## config.mk

```make
export PLATFORM = sky130hd
export DESIGN_NAME = lce_ctrl
export DESIGN_NICKNAME = d
export VERILOG_FILES = /design/src/rtl/lce_pkg.sv /design/src/rtl/lce_ctrl.sv
export SDC_FILE = /design/constraint.sdc
export NUM_CORES = 1
export LEC_CHECK = 0
export CAP_MARGIN = 20
export CORE_AREA = 2 2 39 41
export DETAILED_ROUTE_END_ITERATION = 7
export DIE_AREA = 0 0 41 43
export DONT_BUFFER_PORTS = 1
export PLACE_DENSITY = 0.39
export SLEW_MARGIN = 20
export SYNTH_ARGS = -nofsm -noshare
export SYNTH_HDL_FRONTEND = slang
export SYNTH_SLANG_ARGS = --single-unit
```

## constraint.sdc

```tcl
create_clock -name clk_i -period 1.2 [get_ports clk_i]
set_input_delay 0.06 -clock clk_i [delete_from_list [all_inputs] [get_ports clk_i]]
set_output_delay 0.06 -clock clk_i [all_outputs]
set_load 0.02 [all_outputs]
```

## src/rtl/lce_pkg.sv

```systemverilog
// ----------------------------------------------------------------------------
// lce_pkg
// Shared types and constants of the cellular automaton engine.
// ----------------------------------------------------------------------------
package lce_pkg;

  localparam int unsigned MaxSideDef = 64;
  localparam int unsigned OpW        = 2;
  localparam int unsigned PosW       = 7;
  localparam int unsigned CfgW       = 7;
  localparam int unsigned CfgIdxW    = 2;
  localparam int unsigned CountW     = 13;

  localparam logic [OpW-1:0] OP_CLEAR  = 2'd0;
  localparam logic [OpW-1:0] OP_TOGGLE = 2'd1;
  localparam logic [OpW-1:0] OP_STEP   = 2'd2;
  localparam logic [OpW-1:0] OP_READ   = 2'd3;

  localparam logic [CfgIdxW-1:0] REG_WIDTH  = 2'd0;
  localparam logic [CfgIdxW-1:0] REG_HEIGHT = 2'd1;
  localparam logic [CfgIdxW-1:0] REG_WRAP   = 2'd2;

  typedef struct packed {
    logic accept;
    logic pre;
    logic pre2;
    logic load;
    logic visit;
    logic wb;
    logic publish;
  } cmd_t;

  typedef struct packed {
    logic last_col;
    logic last_row;
    logic out_busy;
  } sts_t;

endpackage

```

## src/rtl/lce_ctrl.sv

```systemverilog
// ----------------------------------------------------------------------------
// lce_ctrl
// Sequencer of the board sweep: row loads, cell steps, write-back, result.
// ----------------------------------------------------------------------------
module lce_ctrl
  import lce_pkg::*;
(
  input  logic clk_i,
  input  logic rst_ni,
  input  logic in_valid_i,
  output logic in_ready_o,
  input  sts_t sts_i,
  output cmd_t cmd_o
);

  localparam logic [2:0] S_IDLE = 3'd0;
  localparam logic [2:0] S_PRE  = 3'd1;
  localparam logic [2:0] S_PRE2 = 3'd2;
  localparam logic [2:0] S_LOAD = 3'd3;
  localparam logic [2:0] S_CELL = 3'd4;
  localparam logic [2:0] S_WB   = 3'd5;
  localparam logic [2:0] S_DONE = 3'd6;

  logic [2:0] state_q, state_d;
  logic       silent_q, silent_d;

  always_comb begin
    state_d  = state_q;
    silent_d = silent_q;
    cmd_o    = '0;
    unique case (state_q)
      S_IDLE: begin
        if (in_valid_i) begin
          cmd_o.accept = 1'b1;
          state_d      = S_PRE;
        end
      end
      S_PRE: begin
        cmd_o.pre = 1'b1;
        state_d   = S_PRE2;
      end
      S_PRE2: begin
        cmd_o.pre2 = 1'b1;
        state_d    = S_LOAD;
      end
      S_LOAD: begin
        cmd_o.load = 1'b1;
        state_d    = S_CELL;
      end
      S_CELL: begin
        cmd_o.visit = 1'b1;
        if (sts_i.last_col) state_d = S_WB;
      end
      S_WB: begin
        cmd_o.wb = 1'b1;
        state_d  = sts_i.last_row ? S_DONE : S_CELL;
      end
      S_DONE: begin
        if (silent_q) begin
          silent_d = 1'b0;
          state_d  = S_IDLE;
        end else if (!sts_i.out_busy) begin
          cmd_o.publish = 1'b1;
          state_d       = S_IDLE;
        end
      end
      default: state_d = S_IDLE;
    endcase
  end

  assign in_ready_o = (state_q == S_IDLE);

  always_ff @(posedge clk_i or negedge rst_ni) begin
    if (!rst_ni) begin
      state_q  <= S_PRE;
      silent_q <= 1'b1;
    end else begin
      state_q  <= state_d;
      silent_q <= silent_d;
    end
  end

endmodule

```

==> results of run 1 <==
==> worst paths after layout <==
| path | start | end | slack [ps] | cells past startpoint |
|---|---|---|---|---|
| worst min-delay path | in_valid_i | state_q[0] | 20 | 2 |
| worst max register to register | state_q[0] | silent_q | 100 | 4 |
| max in group asynchronous | rst_ni | silent_q | 850 | 1 |
| worst max-delay path | state_q[0] | cmd_o[0] | -110 | 4 |
| min in group asynchronous | rst_ni | state_q[2] | 110 | 1 |
| worst min register to register | silent_q | silent_q | 500 | 1 |
==> synth_stat cells, types with 2 or more instances <==
| library cell | n | area, um2 |
|---|---|---|
| nor3_1 | 2 | 10.01 |
| a21oi_1 | 2 | 10.01 |
| dfrtp_1 | 2 | 50.05 |
| nor3b_1 | 2 | 15.01 |
| o21ai_0 | 3 | 15.01 |
| dfstp_2 | 2 | 52.55 |
| nand2b_1 | 2 | 12.51 |
==> power breakdown <==
part           internal, mW  switching (mW)  total (mW)
Combinational         0.434           0.434       0.867
Clock                 0.125          0.0567       0.182
Sequential            0.196          0.0464       0.242
==> kinds of logic after synthesis <==
family	Yosys count
simple gates	13
buf+inv	2
compound gates	7
flops	4
==> routing by layer <==
metal	routed length, um	global-route usage (%)	up-vias	share of wire, %
met3	39	3.665	0	5.3
met5	0	0	-	0
li1	-	-	130	-
met4	0	10.00	0	0
met2	394	16.56	9	54
met1	300	10.10	129	41
==> sequential cells by signal, summed over array words and instances (netlist names) <==
| name | cells |
|---|---|
| state_q | 3 |
| silent_q | 1 |
==> what timing repair did <==
action,4_1_cts,5_1_grt
hold buffers,2,0
endpoints found under the hold margin,5,0
endpoints found under the setup margin,8,7
pin swaps,4,2
buffers inserted,5,0
gates resized for setup,10,2
==> critical path: cells and delay by family (launching register included) <==
| family | cells | cell delay [ps] |
|---|---|---|
| buffers and inverters | 1 | 160 |
| flip-flops | 1 | 370 |
| AND/OR/NAND/NOR | 3 | 490 |
==> final cells by class <==
cell class / count / area (um2) / share of cell area, %
clock buffers: 4 / 26.28 / 5.645
inverters: 1 / 3.754 / 0.8065
multi-input cells: 20 / 176.4 / 37.90
flip-flops and latches: 4 / 102.6 / 22.04
well taps: 16 / 20.02 / 4.301
repair buffers: 16 / 136.4 / 29.30
==> through the flow <==
stage | setup TNS, ps | setup WS [ps]
finish | -357.3 | -110.4
CTS | -397.1 | -123.7
global placement | 0 | 99.99
global route | -673.3 | -170.5
floorplan | 0 | 10.90
detailed placement | 0 | 91.05
==> impl_results.md, run 1 <==
- Fillers: about 150
- Worst EP required: 1140 ps
- Syn-to-layout area delta: 95.79%
- Final Hold Viols: 0
- Antenna violations before repair: 0
- Number of flops mapped to enable cells by yosys: 0
- Antenna Violating Nets Remaining: 0
- Largest net degree at the start of global routing: 9
- Final Instance Count excl. Fillers: 61
- Most frequent cells in the layout: buf_4 (11), o21ai_0 (3), clkbuf_4 (3), buf_6 (3)
- Async S/R FF share, synth: 100.0%
- Port buffer count: 0
- Clock Latency Late Sink: 230 ps
- Clock sinks: 4
- Num CTS Buffers: 3
- Critical path data arrival time: 1250 ps
- Worst setup SP type: flop
- Vias per inst: 4.393
- Total number of vias: 268
- Area after DPL: between 300 and 400 um2
- Total power: 1.291 mW
- Skew final: 1.085 ps
- Final HPWL DP: around 500 um
- Relative slew slack: 86.08%
- GP Congestion: 0.7635
- Post-synthesis adder-cell area fraction: 0%
- CP Cell Sequence: nand2b_4 > or2_4 > nor3_2 > buf_4
- Mapped Area: 237.7 um2
- Total Wirelength: 734 um
- Worst path max stage delay: ~370 ps
- Critical path's slowest cell: dfstp_2
- # diodes: 0
- CP Class: reg2out
- Synth cell types: 18
- Yosys warns: 0
- CTS tree: built
- Final setup fails: 5
- Crit end category: output pin
- Nets: 52
- Register area share after synthesis: 43.16%
- Core Box Area: around 1400 um2
- Avg Cell Area, Syn: 9.143 um2
- Vias in the first global route: 297
- Layout cells sized above 1: 66.67%
- Least-Margin Pin Slew: 208.2 ps
- Global-route wire length before repair: between 1 and 1.5 mm
- GR Util All Layers: between 10% and 20%
- Mux contribution to synthesized area: 0%
- Die H: 43 um
- Post-Synthesis Cells: 26
- Clk Tree Root Cell: clkbuf_4
- Commonest non-fill, non-tap cell in the layout: buf_4
- Initial core utilization: ~17%
- Max rail drop VDD: 1348 uV
- Register bit total from synthesis: 4
- Die W: 41 um
- Number of cells after detailed placement: 51
- Hold WS: roughly 24 ps
- Compound-gate portion of the synthesized area: 16.84%
- Worst-path clk slew: 40 ps
- Power per cell area: 2774 nW/um2
- Final min period: 1310 ps
- Syn Nets: 32
- DRC: 0
- RSZ-0062 raised after global routing: yes
- Io pins: 14
- Drt first pass iters: 3
- Slew Viols, Final: 0
- Violations in the final reports: setup timing
- Synth Flop Type: dfstp_2
- Max-cap violations: 0
- Die area: 1763 um2
- Fmax: 763.1 MHz
- Final instance area: 465.4 um2
- Setup WS post-layout: -110.4 ps
- CP Max Fanout: 4
- XOR/XNOR Fraction of Synth Area: 0%
- Leakage: 0.2110 nW
- Gr ovfl total: 0
- Status: finished with violations
- Rows: 14
- Synth Area in Simple Gates: 36.32%
- CTS H-tree lvls: 1
- Clock Path Buffers: 2
- Largest family of logic cells by synthesized area: simple AND/OR/NAND/NOR gates
- Worst Hold Class: in2reg
- Initial drt markers: 4
- WL/cell: 12.03 um
- Final Core Density: between 30% and 40%
- Crit share post-route: 109.2%
Power figures use the tool's default switching activity.
==> inputs of run 2 (changes only) <==
==> constraint.sdc (replaced) <==
create_clock -name clk_i -period 1.1 [get_ports clk_i]
set_input_delay 0.055 -clock clk_i [delete_from_list [all_inputs] [get_ports clk_i]]
set_output_delay 0.055 -clock clk_i [all_outputs]
set_load 0.02 [all_outputs]
==> impl_results.md, run 2 (synthesis gave the netlist of run 1 again) <==
- Status: finished with violations
- Violations in the final reports: setup timing
- Antenna violations before repair: 0
- Final setup fails: 9
- Critical path data arrival time: 1230 ps
- Crit share post-route: 116.9%
- Clock Path Buffers: 2
- Syn-to-layout area delta: 113.7%
- Most frequent cells in the layout: buf_6 (9), buf_4 (5), o21ai_0 (3), clkbuf_4 (3)
- Port buffer count: 0
- Die W: 41 um
- Number of cells after detailed placement: 52
- Final min period: about 1300 ps
- Total number of vias: approximately 270
- Worst-path clk slew: around 40 ps
- Crit end category: output pin
- # diodes: 0
- Flop-to-flop setup slack: -50 ps
- GP Congestion: 0.7298
- Leakage: roughly 0.22 nW
- Final Core Density: 36.71%
- Max-cap violations: 0
- Total power: roughly 1.5 mW
- RSZ-0062 raised after global routing: yes
- WL/cell: about 12 um
- Die area: 1763 um2
- Slew Viols, Final: 0
- Layout cells sized above 1: approximately 74%
- Die H: 43 um
- Rows: 14
- Largest net degree at the start of global routing: 9
- Final Instance Count excl. Fillers: 62
- Worst Hold Depth: 2
- Vias per inst: 4.371
- Final HPWL DP: 475.9 um
- Worst Hold Class: in2reg
- Relative slew slack: 82.58%
- CTS H-tree lvls: 1
- Vias in the first global route: 303
- Num CTS Buffers: 3
- FF-to-FF End: state_q[1]
- Clock Latency Late Sink: 240 ps
- Reg2reg start: state_q[0]
- Min-Delay Endpoint: state_q[0]
- CTS tree: built
- GR Util All Layers: between 10 and 15%
- Global-route wire length before repair: 1.297 mm
- Initial core utilization: 17.18%
- Hold path start: in_valid_i
- Core Box Area: ~1400 um2
- Power per cell area: 3042 nW/um2
- Commonest non-fill, non-tap cell in the layout: buf_6
- Total Wirelength: 774 um
- Clock sinks: 4
- Worst setup SP type: flop
- CP Class: reg2out
- Drt first pass iters: 2
- Io pins: 14
- Cells on worst reg2reg path: 5
- DRC: 0
- Top reg by flops: state_q
- Antenna Violating Nets Remaining: 0
- Nets: 53
- Worst EP required: 1040 ps
- Fmax: 777.6 MHz
- Final Hold Viols: 0
- Top Registers: state_q x3, silent_q x1
- Clk Tree Root Cell: clkbuf_4
- Max rail drop VDD: 1155 uV
- Max reg flops: 3
- Skew final: 3.536 ps
- Setup WS post-layout: -186.1 ps
- Least-Margin Pin Slew: 260.4 ps
- Gr ovfl total: 0
- Initial drt markers: 6
- CP Max Fanout: 8
[run 2: cell count changes in the layout (fill, tap and decap cells not counted), moves of 2 or more]
cell / before / now
buf_4: 11 / 5
buf_6: 3 / 9
dfrtp_1: 2 / 0
dfrtp_2: 0 / 2
[run 2: area by class of cell]
| type | count | area [um2] |
|---|---|---|
| fill | 145 | 875.8 |
| multi-input combinational | 20 | 188.9 |
| timing repair buffer | 17 | 163.9 |
| sequential | 4 | 105.1 |
| clock buffer | 4 | 26.28 |
| tap | 16 | 20.02 |
| inverter | 1 | 3.754 |
[run 2: critical path, stage by stage, from the launching register on]
cell and delay, ps:
dfstp_2 530, buf_6 130, nor3b_4 190, buf_6 140
[run 2: repair_timing]
action / in CTS / in global routing
pin swaps: 3 / 1
endpoints found under the hold margin: 5 / 0
hold buffers: 2 / 0
gates resized for setup: 13 / 6
buffers inserted: 2 / 1
gates cloned: 1 / 0
endpoints found under the setup margin: 8 / 9
[run 2: power by group]
group	internal, mW	total (mW)	switching [mW]
clock	0.137	0.209	0.0722
combinational	0.559	1.07	0.507
sequential	0.219	0.270	0.0508
[run 2: how the worst max path moves through the flow]
stage / from / end
after floorplan: state_q[1] / cmd_o[6]
after global placement: state_q[0] / cmd_o[0]
after global routing: state_q[0] / cmd_o[1]
final: state_q[0] / cmd_o[1]
after CTS: state_q[0] / cmd_o[1]
after detailed placement: state_q[0] / cmd_o[0]
[run 2: per-stage QoR]
| step | setup TNS, ps | instance area [um2] | hold slack, ps | worst slack (ps) |
|---|---|---|---|---|
| 2_1_floorplan | -40.92 | 269.0 | -240.6 | -24.36 |
| 3_3_place_gp | 0 | 364.1 | -240.4 | 30.27 |
| 3_5_place_dp | 0 | 364.1 | -240.4 | 10.06 |
| 4_1_cts | -1131 | 476.7 | 19.00 | -173.8 |
| 5_1_grt | -1525 | 508.0 | 36.43 | -221.7 |
| 6_report | -1188 | 508.0 | 11.66 | -186.1 |
[run 2: layer usage]
metal	up-vias	routed length (um)	GRT usage, %
li1	131	-	-
met1	131	295	15.08
met2	7	430	15.31
met3	2	34	3.141
met4	0	14	8.000
met5	-	0	0
==> inputs of run 3 (changes only) <==
--- a/config.mk
+++ b/config.mk
@@ -6,11 +6,14 @@
 export NUM_CORES = 1
 export LEC_CHECK = 0
 export CAP_MARGIN = 20
+export CELL_PAD_IN_SITES_DETAIL_PLACEMENT = 1
+export CELL_PAD_IN_SITES_GLOBAL_PLACEMENT = 1
 export CORE_AREA = 2 2 39 41
 export DETAILED_ROUTE_END_ITERATION = 7
 export DIE_AREA = 0 0 41 43
 export DONT_BUFFER_PORTS = 1
-export PLACE_DENSITY = 0.39
+export GPL_TIMING_DRIVEN = 0
+export PLACE_DENSITY = 0.48
 export SLEW_MARGIN = 20
 export SYNTH_ARGS = -nofsm -noshare
 export SYNTH_HDL_FRONTEND = slang
==> impl_results.md, run 3 (synthesis gave the netlist of run 1 again) <==
- Clock sinks: 4
- Drt first pass iters: 1
- Final instance area: approximately 430 um2
- Layout cells sized above 1: 64.86%
- RSZ-0062 raised after global routing: yes
- Number of cells after detailed placement: between 40 and 50
- Io pins: 14
- Final setup fails: 9
- CTS H-tree lvls: 1
- Die H: 43 um
- Initial core utilization: 17.18%
- Worst-path clk slew: 40 ps
- Total power: 1.372 mW
- Least-Margin Pin Slew: 388.8 ps
- Dpl ws: -86.25 ps
- Core Box Area: between 1000 and 1500 um2
- FF-to-FF End: state_q[1]
- Hold WS: 21.33 ps
- Gr ovfl total: 0
- Final Instance Count excl. Fillers: 53
- Skew final: 0.2428 ps
- CP Max Fanout: 6
- Worst EP required: 1040 ps
- Leakage: ~0.17 nW
- Min-Delay Endpoint: state_q[0]
- Rows: 14
- Die area: 1763 um2
- Max-cap violations: 0
- Clock Path Buffers: 2
- Clock Latency Late Sink: 240 ps
- Antenna violations before repair: 0
- Global-route wire length before repair: 1.352 mm
- Initial drt markers: 0
- Max reg flops: 3
- Crit share post-route: 121.1%
- Seq. cell area: 103.9 um2
- Critical path data arrival time: 1280 ps
- Die W: 41 um
- DRC: 0
- Port buffer count: 0
- Worst Hold Class: in2reg
- Area after DPL: 289.0 um2
- Hold path start: in_valid_i
- Total number of vias: ~230
- CTS tree: built
- Final Hold Viols: 0
- Fmax: 750.6 MHz
- Crit end category: output pin
- Top reg by flops: state_q
- Critical path origin: state_q[0]
- GR Util All Layers: 12.70%
- Status: finished with violations
- Cells on worst reg2reg path: 4
- Largest net degree at the start of global routing: 9
- Multi-input gate area: 186.4 um2
- WL/cell: 14.49 um
- Setup WS post-layout: -232.3 ps
- # diodes: 0
- Num CTS Buffers: 3
- Most frequent cells in the layout: buf_6 (3), clkbuf_4 (3)
- GP Congestion: between 0.6 and 0.7
- Relative slew slack: 73.94%
- Total Wirelength: 768 um
- Final min period: 1332 ps
- Nets: 44
- Vias per inst: 4.396
- Power per cell area: 3198 nW/um2
- Slew Viols, Final: 0
- Worst setup SP type: flop
- Antenna Violating Nets Remaining: 0
- Clk Tree Root Cell: clkbuf_4
- Reg2reg start: state_q[0]
- Top Registers: state_q x3, silent_q x1
- Violations in the final reports: setup timing
- CP Class: reg2out
- Flop-to-flop setup slack: -120 ps
- Syn-to-layout area delta: 80.53%
- Worst Hold Depth: 2
- Fillers: 160
- Vias in the first global route: 292
- Max rail drop VDD: 1042 uV
run 3: metal layers:
layer	up-vias	GRT usage (%)	share of wire (%)
li1	111	-	-
met1	113	14.01	38
met2	9	16.88	55
met3	0	4.188	6.8
met4	0	14.00	0
met5	-	0	0
run 3: timing repair:
| action | in CTS | in global routing |
|---|---|---|
| buffers inserted | 5 | 0 |
| cloned | 0 | 0 |
| pin swaps | 3 | 1 |
| hold buffers | 2 | 0 |
| gates resized for setup | 13 | 1 |
| endpoints found under the hold margin | 5 | 0 |
| setup endpoints to repair | 11 | 10 |
run 3: how the worst max path moves through the flow:
stage               endpoint
floorplan           cmd_o[6]
global placement    cmd_o[0]
detailed placement  cmd_o[0]
CTS                 cmd_o[0]
global route        cmd_o[0]
finish              cmd_o[1]
run 3: stage by stage:
stage / util [%] / setup TNS, ps
final: 31.01 / -1490
after global routing: 31.01 / -1876
after CTS: 30.74 / -1549
after detailed placement: 20.89 / -287.6
after global placement: 20.89 / -223.6
after floorplan: - / -40.92
run 3: where the power goes:
group	internal (mW)	total (mW)	switching (mW)
clock network	0.137	0.208	0.0708
registers	0.218	0.303	0.0851
logic	0.408	0.862	0.454
total	0.763	1.37	0.610
run 3: final cells by class:
cell class                 instances  share of cell area [%]
tap                               16                   4.665
multi-input combinational         20                   43.44
sequential                         4                   24.20
clock buffer                       4                   6.122
timing repair buffer               7                   18.08
inverter                           1                  0.8746
buffer                             1                   2.624
run 3: critical path: stages (launching register included):
cell and delay, ps:
dfstp_2 620, buf_6 130, nor3b_4 290
